File: config.mk
export PLATFORM = sky130hd
export DESIGN_NAME = bpa_ctrl
export DESIGN_NICKNAME = d
export VERILOG_FILES = /design/src/bpa_pkg.sv /design/src/bpa_ctrl.sv
export SDC_FILE = /design/constraint.sdc
export NUM_CORES = 1
export LEC_CHECK = 0
export ABC_AREA = 0
export BUFFER_PORTS_ARGS = -buffer_cell sky130_fd_sc_hd__buf_2
export CAP_MARGIN = 5
export CORE_MARGIN = 10
export CORE_UTILIZATION = 48
export DETAILED_ROUTE_END_ITERATION = 8
export PLACE_DENSITY = 0.84
export SYNTH_ARGS = -nofsm -noshare
export SYNTH_HDL_FRONTEND = slang
export SYNTH_SLANG_ARGS = --single-unit
File: constraint.sdc
create_clock -name clk -period 1.5 [get_ports clk]
set_input_delay 0 -clock clk [delete_from_list [all_inputs] [get_ports clk]]
set_output_delay 0 -clock clk [all_outputs]
set_load 0.05 [all_outputs]
File: src/bpa_pkg.sv
package bpa_pkg;

  localparam int unsigned MAX_PAGES_DEF  = 1024;
  localparam int unsigned PAGE_SHIFT_DEF = 12;
  localparam int unsigned CFG_W          = 11;
  localparam int unsigned TOTAL_RST      = 1024;
  localparam int unsigned CMD_W          = 3;
  localparam int unsigned ADDR_W         = 32;
  localparam int unsigned PIDX_W         = 16;
  localparam int unsigned PADDR_W        = 22;
  localparam int unsigned USED_W         = 11;

  // Request opcodes. Codes 6 and 7 are not defined and fail.
  typedef enum logic [CMD_W-1:0] {
    CMD_ALLOC   = 3'd0,
    CMD_FREE    = 3'd1,
    CMD_RESERVE = 3'd2,
    CMD_RELEASE = 3'd3,
    CMD_QUERY   = 3'd4,
    CMD_RESET   = 3'd5
  } cmd_t;

  typedef enum logic [4:0] {
    ST_IDLE,
    ST_DISP,
    ST_CLR,
    ST_CARVE,
    ST_ALC_SCAN,
    ST_UL_RD,
    ST_UL_WR,
    ST_SPLIT,
    ST_PUSH_A,
    ST_PUSH_B,
    ST_RL_RD,
    ST_RL_CHK,
    ST_MRG,
    ST_WALK,
    ST_WALK_ADV,
    ST_RS_RD,
    ST_RS_CHK,
    ST_RS_ORD,
    ST_PG_DONE,
    ST_Q_RD,
    ST_Q_CHK,
    ST_FIN
  } state_t;

  typedef enum logic [4:0] {
    OP_NOP,
    OP_LATCH,
    OP_RST_INIT,
    OP_CLR_STEP,
    OP_CARVE_STEP,
    OP_SET_READY,
    OP_ORD_ZERO,
    OP_ORD_INC,
    OP_ALC_TAKE,
    OP_UL_RD,
    OP_UL_WR,
    OP_SPLIT,
    OP_SPLIT_FIN,
    OP_PUSH_A,
    OP_PUSH_B,
    OP_RD_PG,
    OP_RL_TAKE,
    OP_MRG_SETUP,
    OP_PUSH_CUR,
    OP_WALK_RD,
    OP_WALK_ADV,
    OP_RS_SETUP,
    OP_CLR_OK,
    OP_FREE_INIT,
    OP_RANGE_INIT,
    OP_QRY_INIT,
    OP_PG_NEXT,
    OP_EMIT
  } dp_op_t;

  typedef struct packed {
    logic is_alloc;
    logic is_free;
    logic is_resv;
    logic is_rel;
    logic is_query;
    logic is_reset;
    logic ready;
    logic rst_zero;
    logic addr_ok;
    logic range_in;
    logic query_ok;
    logic clr_last;
    logic rem_zero;
    logic ord_gt_top;
    logic ord_ge_top;
    logic ord_zero;
    logic head_valid;
    logic bud_oob;
    logic walk_null;
    logic walk_hit;
    logic rd_used;
    logic pg_last;
    logic out_free;
  } bpa_stat_t;

endpackage

File: src/bpa_ctrl.sv
module bpa_ctrl import bpa_pkg::*; (
  input  logic      clk,
  input  logic      rst_n,
  input  logic      in_valid,
  input  bpa_stat_t stat,
  output logic      in_stall,
  output dp_op_t    op
);

  state_t state_r;
  state_t state_nxt;
  logic   is_rls;

  assign is_rls   = stat.is_free || stat.is_rel;
  assign in_stall = (state_r != ST_IDLE);

  always_ff @(posedge clk) begin
    if (!rst_n) begin
      state_r <= ST_IDLE;
    end else begin
      state_r <= state_nxt;
    end
  end

  always_comb begin
    state_nxt = state_r;
    unique case (state_r)
      ST_IDLE: begin
        if (in_valid) state_nxt = ST_DISP;
      end
      ST_DISP: begin
        priority if (stat.is_reset) state_nxt = stat.rst_zero ? ST_FIN : ST_CLR;
        else if (!stat.ready)       state_nxt = ST_FIN;
        else if (stat.is_alloc)     state_nxt = ST_ALC_SCAN;
        else if (stat.is_free)      state_nxt = stat.addr_ok ? ST_RL_RD : ST_FIN;
        else if (stat.is_resv)      state_nxt = stat.range_in ? ST_RS_RD : ST_FIN;
        else if (stat.is_rel)       state_nxt = stat.range_in ? ST_RL_RD : ST_FIN;
        else if (stat.is_query)     state_nxt = stat.query_ok ? ST_Q_RD : ST_FIN;
        else                        state_nxt = ST_FIN;
      end
      ST_CLR: begin
        if (stat.clr_last) state_nxt = ST_CARVE;
      end
      ST_CARVE: begin
        state_nxt = stat.rem_zero ? ST_FIN : ST_PUSH_A;
      end
      ST_ALC_SCAN: begin
        priority if (stat.ord_gt_top) state_nxt = ST_FIN;
        else if (stat.head_valid)     state_nxt = ST_UL_RD;
        else                          state_nxt = ST_ALC_SCAN;
      end
      ST_UL_RD:  state_nxt = ST_UL_WR;
      ST_UL_WR:  state_nxt = is_rls ? ST_MRG : ST_SPLIT;
      ST_SPLIT: begin
        if (stat.ord_zero) state_nxt = stat.is_alloc ? ST_FIN : ST_PG_DONE;
        else               state_nxt = ST_PUSH_A;
      end
      ST_PUSH_A: state_nxt = ST_PUSH_B;
      ST_PUSH_B: begin
        priority if (stat.is_reset) state_nxt = ST_CARVE;
        else if (is_rls)            state_nxt = ST_PG_DONE;
        else                        state_nxt = ST_SPLIT;
      end
      ST_RL_RD:  state_nxt = ST_RL_CHK;
      ST_RL_CHK: state_nxt = stat.rd_used ? ST_MRG : ST_PG_DONE;
      ST_MRG: begin
        if (stat.ord_ge_top || stat.bud_oob) state_nxt = ST_PUSH_A;
        else                                 state_nxt = ST_WALK;
      end
      ST_WALK: begin
        priority if (stat.walk_null) state_nxt = is_rls ? ST_PUSH_A : ST_RS_ORD;
        else if (stat.walk_hit)      state_nxt = ST_UL_RD;
        else                         state_nxt = ST_WALK_ADV;
      end
      ST_WALK_ADV: state_nxt = ST_WALK;
      ST_RS_RD:    state_nxt = ST_RS_CHK;
      ST_RS_CHK:   state_nxt = stat.rd_used ? ST_PG_DONE : ST_RS_ORD;
      ST_RS_ORD:   state_nxt = stat.ord_gt_top ? ST_FIN : ST_WALK;
      ST_PG_DONE: begin
        priority if (stat.is_free || stat.pg_last) state_nxt = ST_FIN;
        else if (stat.is_resv)                     state_nxt = ST_RS_RD;
        else                                       state_nxt = ST_RL_RD;
      end
      ST_Q_RD: state_nxt = ST_Q_CHK;
      ST_Q_CHK: begin
        if (stat.rd_used || stat.pg_last) state_nxt = ST_FIN;
        else                              state_nxt = ST_Q_RD;
      end
      ST_FIN: begin
        if (stat.out_free) state_nxt = ST_IDLE;
      end
      default: state_nxt = ST_IDLE;
    endcase
  end

  always_comb begin
    op = OP_NOP;
    unique case (state_r)
      ST_IDLE: begin
        if (in_valid) op = OP_LATCH;
      end
      ST_DISP: begin
        priority if (stat.is_reset) begin
          if (!stat.rst_zero) op = OP_RST_INIT;
        end else if (!stat.ready) begin
          op = OP_NOP;
        end else if (stat.is_alloc) begin
          op = OP_ORD_ZERO;
        end else if (stat.is_free) begin
          if (stat.addr_ok) op = OP_FREE_INIT;
        end else if (stat.is_resv || stat.is_rel) begin
          op = OP_RANGE_INIT;
        end else if (stat.is_query) begin
          op = OP_QRY_INIT;
        end else begin
          op = OP_NOP;
        end
      end
      ST_CLR:      op = OP_CLR_STEP;
      ST_CARVE:    op = stat.rem_zero ? OP_SET_READY : OP_CARVE_STEP;
      ST_ALC_SCAN: begin
        if (!stat.ord_gt_top) op = stat.head_valid ? OP_ALC_TAKE : OP_ORD_INC;
      end
      ST_UL_RD:    op = OP_UL_RD;
      ST_UL_WR:    op = OP_UL_WR;
      ST_SPLIT:    op = stat.ord_zero ? OP_SPLIT_FIN : OP_SPLIT;
      ST_PUSH_A:   op = OP_PUSH_A;
      ST_PUSH_B:   op = OP_PUSH_B;
      ST_RL_RD:    op = OP_RD_PG;
      ST_RL_CHK: begin
        if (stat.rd_used) op = OP_RL_TAKE;
      end
      ST_MRG: begin
        op = (stat.ord_ge_top || stat.bud_oob) ? OP_PUSH_CUR : OP_MRG_SETUP;
      end
      ST_WALK: begin
        priority if (stat.walk_null) op = is_rls ? OP_PUSH_CUR : OP_ORD_INC;
        else if (stat.walk_hit)      op = OP_NOP;
        else                         op = OP_WALK_RD;
      end
      ST_WALK_ADV: op = OP_WALK_ADV;
      ST_RS_RD:    op = OP_RD_PG;
      ST_RS_CHK: begin
        if (!stat.rd_used) op = OP_ORD_ZERO;
      end
      ST_RS_ORD:   op = stat.ord_gt_top ? OP_CLR_OK : OP_RS_SETUP;
      ST_PG_DONE: begin
        if (!stat.is_free) op = OP_PG_NEXT;
      end
      ST_Q_RD:     op = OP_RD_PG;
      ST_Q_CHK: begin
        if (!stat.rd_used) op = OP_PG_NEXT;
      end
      ST_FIN: begin
        if (stat.out_free) op = OP_EMIT;
      end
      default: op = OP_NOP;
    endcase
  end

endmodule

* After elaboration in Yosys (flattened, before gate mapping)
Cells that the tools add are included.
** Word-level totals
- Memories kept :: 0
- Register bits :: 5
- Word-level logic and storage cells :: 91
- Bits in writable memories :: 0
- Bits in read-only memories :: 0
- Output and inout bits :: 6
- Bits in latches :: 0
** Cells by class
- Reductions and logical operators :: 9
- Muxes and demuxes :: 57
- $mul :: 0
- Bitwise gates (word level) :: 0
- Shift operators :: 0
- $add $sub $neg :: 0
- Magnitude comparators :: 0
- Div/mod/pow operators :: 0
- Equality and inequality tests :: 24
** Operators by type and width (count)
- 5-bit 2-to-1 mux :: 36
- 5-bit case mux with 22 select lines :: 1
- 5-bit case mux with 20 select lines :: 1
- 5-bit by 4-bit equality test with 1-bit output (second input constant) :: 8
- 5-bit equality test (second input constant) :: 6
- 3-bit 2-to-1 mux :: 8
- 5-bit by 3-bit equality test with 1-bit output (second input constant) :: 4
- 4-bit 2-to-1 mux :: 4
- 5-bit by 2-bit equality test with 1-bit output (second input constant) :: 2
- 2-bit 2-to-1 mux :: 4
- 2-bit != test (second input constant) :: 3
- 5-bit by 1-bit equality test with 1-bit output (second input constant) :: 1
- 5-bit logical NOT :: 1
- 1-bit logical OR :: 5
- 5-bit nonzero test :: 1
- 1-bit 2-to-1 mux :: 3
- 3-bit AND reduction :: 1
- 3-bit OR reduction :: 1

* Depth between registers and ports, before layout
- Depth in word-level cells :: 9
- Gate-level depth with buffers :: 8
- Mapped depth without buffers :: 5

* Least setup slack after synthesis
OpenSTA, ideal clock, no wires.
- Kind :: flip-flop to output port
- Start point :: register state_r[0]
- End point :: output op[3]
- Data arrival time :: 1.875 ns
- Required time :: 1.500 ns
- Setup slack :: -0.375 ns
- Buffers on the path :: 2
- Stages on the path, launching flop included :: 7
- Cells stage by stage :: dfxtp_1 buf_2 clkbuf_1 nand2_1 o21ai_0 a21oi_1 o221ai_1
** On the way
- Word-level cells in the longest chain between the ends :: 3
** RTL lines
- from (decl) :: line bpa_ctrl.sv:10 : state_t state_r;
- from (signal assigned) :: line bpa_ctrl.sv:21 : state_r <= state_nxt;
- 5-bit equality test / 5-bit by 4-bit equality test with 1-bit output (equally long branches) :: line bpa_ctrl.sv:98 : unique case (state_r)
- 3-bit OR reduction (no source line)
- 5-bit case mux with 20 select lines * :: line bpa_ctrl.sv:98
- to (decl) :: line bpa_ctrl.sv:7 : output dp_op_t op
Mark *: on every way between the ends. The rest lies on a longest branch, timed or not.

* Worst setup path after layout
- Start point :: register state_r[3]
- End point :: output op[0]
The elaborated chain is that of the path after synthesis.

==> out/summary.txt <==
Biggest regs -> state_r x5
I/O Pins -> 32
Post-synthesis cell type count -> 55
Top FF cell, synth -> dfxtp_1
Crit path required time -> 1.50 ns
Final ANT Viol Nets -> 0
Worst EP arrival -> 2.21 ns
Vias post-DR -> 2,685
Placed insts -> 302
Buf+Inv Stages, Crit Path -> 3
Final WS setup -> -0.709 ns
Post-Syn Area -> 0.00126 sq mm
DR WL/cell -> 34.6 um
Pins Over Slew Limit -> 0
Initial core utilization -> 50.6%
Biggest register -> state_r
Final Non-Filler Cells -> 320
Slowest cell delay on critical path -> 0.39 ns
Nets@finish -> 317
Ys async rst share -> 0%
Clock transition at path regs -> 0.05 ns
Slew headroom -> 45.6%
Max frequency -> 453 MHz
Slew @ Worst Pin -> 0.810 ns
Iteration-0 DRC count of the detailed router -> 695
IO buf count -> 31
Power per Cell Area -> 1770 mW/mm^2
Clock buffer count from CTS -> 3
Peak VDD IR -> 0.00205 V
Post-route clock period utilization -> 147%
Seq cells post-synth -> 5
Mapped Nets -> 225
Root buf cell -> clkbuf_4
Share of power burned in registers -> 7.5%
Pre-antenna DRT Iters -> 9
Worst setup path class -> reg2out
Chip width -> 71.3 um
CP top delay family -> simple AND/OR/NAND/NOR gates
Fill count -> 32
Switch Pwr -> 2.40 mW
Core area -> 0.00250 sq mm
Largest register FFs -> 5
Total GRT Usage -> 25.7%
Startpoint Class -> flop
RSZ-0062 raised after global routing -> true
Clk pwr share -> 3.8%
YS warnings -> 0
P&R area growth vs syn -> 93.0%
Initial antenna violation count -> 1
Post-Synthesis Cells -> 199
Clock Sinks -> 5
Slowest library cell on the worst path -> or3_4
Worst-Skew Late Latency -> 0.25 ns
Tot Pwr -> 4.32 mW
Largest net degree at the start of global routing -> 15
Status -> complete, but fails checks
Final hold slack -> 0.0317 ns
First-pass GRT wire length -> 10.8 mm
Final hold vios -> 0
Hpwl dp -> 4.88 mm
Longest Clk Path Bufs -> 2
Layout cell share with drive strength beyond 1 -> 56.9%
Crit path capture type -> output pin
Max-Cap Viols -> 0
Leak Pwr -> 1.02 nW
Vias in the first global route -> 2,138
Int Power -> 1.92 mW
CP max FO -> 8
DP Area -> 0.00185 sq mm
Gpl congestion -> 1.04
Die height -> 71.3 um
Avg Inst Size Synth -> 6.36 sq um
Hold crit path type -> in2reg
Number of remaining DRC errors -> 87
Gr ovfl total -> 0
Violated checks -> DRC, setup timing
Fin crit period -> 2.21 ns
Post-route cell area -> 0.00244 sq mm
Sw frac -> 55.6%
Final setup skew -> 0.00390 ns
Part of the Yosys area used for sequential elements -> 7.91%
Most numerous cell on the critical path -> buf_4
Post-synth EDFFs -> 0
Final setup violation count -> 11
DIE AREA -> 0.00509 sq mm
CTS tree -> yes
Vias per cell -> 8.39
Drt total wl -> 11.1 mm
Crit-path cells -> buf_4 > nand3b_1 > buf_4 > nor3_1 > a31oi_1 > o22ai_1 > or3_4 > buf_8
Logic pwr share -> 88.7%
# H-tree levels -> 1
Row count -> 18
# diodes -> 0
[power by group through the flow]
| stage | clock network, mW | logic, mW | registers, mW |
|---|---|---|---|
| after floorplan | 0 | 1.52 | 0.216 |
| after global placement | 0 | 2.44 | 0.257 |
| after detailed placement | 0 | 2.44 | 0.262 |
| after CTS | 0.162 | 3.01 | 0.272 |
| after global routing | 0.174 | 3.89 | 0.322 |
| final | 0.165 | 3.83 | 0.324 |
[layer usage]
metal  vias to the layer above  track usage (%)  routed length (um)
met3                       198             5.65                1990
li1                        944                -                   -
met1                      1124             30.4                3230
met5                         -                0                   0
met4                         0             16.8                1490
met2                       419             40.7                4360
[path summary, 6_finish.rpt]
kind / slack (ns) / to / start / depth (start not counted)
worst min-delay path: 0.03 / state_r[0]$_SDFFE_PN0P_ / rst_n / 2
worst min register to register: 0.89 / state_r[4]$_SDFFE_PN0P_ / state_r[0]$_SDFFE_PN0P_ / 3
worst max register to register: -0.40 / state_r[0]$_SDFFE_PN0P_ / state_r[4]$_SDFFE_PN0P_ / 8
worst max-delay path: -0.71 / op[0] / state_r[3]$_SDFFE_PN0P_ / 8
[cells in the mapped netlist, types with 4 or more instances]
library cell,instances,area (sq um)
nor3_1,16,80.1
nor2b_1,10,62.6
o21ai_0,9,45.0
nand3_1,7,35.0
a31oi_1,7,43.8
nor3b_1,4,30.0
a21oi_1,13,65.1
dfxtp_1,5,100
nand2b_1,13,81.3
nor2_1,19,71.3
nand2_1,10,37.5
inv_1,7,26.3
nand3b_1,5,37.5
buf_2,8,40.0
[worst register-to-register path, delay by kind of cell (launching register included)]
kind	cells	cell delay [ns]
compound gates	2	0.50
buf+inv	3	0.38
flops	1	0.37
simple gates	3	0.55
[metrics by stage]
stage                     utilization, %  setup WS (ns)  setup TNS (ns)
after floorplan                        -         -0.202          -0.639
after global placement              74.2         -0.419           -3.43
after detailed placement            74.2         -0.459           -3.49
after CTS                           88.2         -0.535           -2.77
after global routing                97.6         -0.778           -5.01
final                               97.6         -0.709           -4.71
[logic make-up (layout without fill, tap and decap cells)]
group	count (synthesis)	in the layout	share of synthesized area, %
compound gates	68	68	37.1
xor+xnor	1	1	0.693
buf+inv	21	112	8.21
flops	5	5	7.91
simple gates	104	104	46.1
[placed cells by master (no fill, tap or decap), types with 4 or more instances in the layout]
cell and count:
a21oi_1 11, a31oi_1 5, buf_2 25, buf_4 50, buf_6 21, buf_8 5, dfxtp_4 5, inv_1 6
nand2_1 8, nand2b_1 9, nand2b_4 4, nand3_1 4, nand3b_1 5, nor2_1 14, nor2b_1 7, nor3_1 7
nor3_2 7, o21ai_0 6, o21ai_2 4
[repair_timing]
action / CTS / global route
endpoints found under the setup margin: 11 / 11
cloned: 0 / 0
hold buffers: 0 / 0
resized for setup: 68 / 43
pin swaps: 13 / 16
buffers inserted: 11 / 5
[cell type report]
type / count / area, sq um / share of cell area (%)
inverter: 7 / 30.0 / 1.23
sequential: 5 / 119 / 4.87
timing repair buffer: 101 / 812 / 33.3
tap: 30 / 37.5 / 1.54
clock buffer: 4 / 26.3 / 1.08
multi-input combinational: 173 / 1420 / 58.0
No activity file was read; power rests on OpenSTA's default activity.
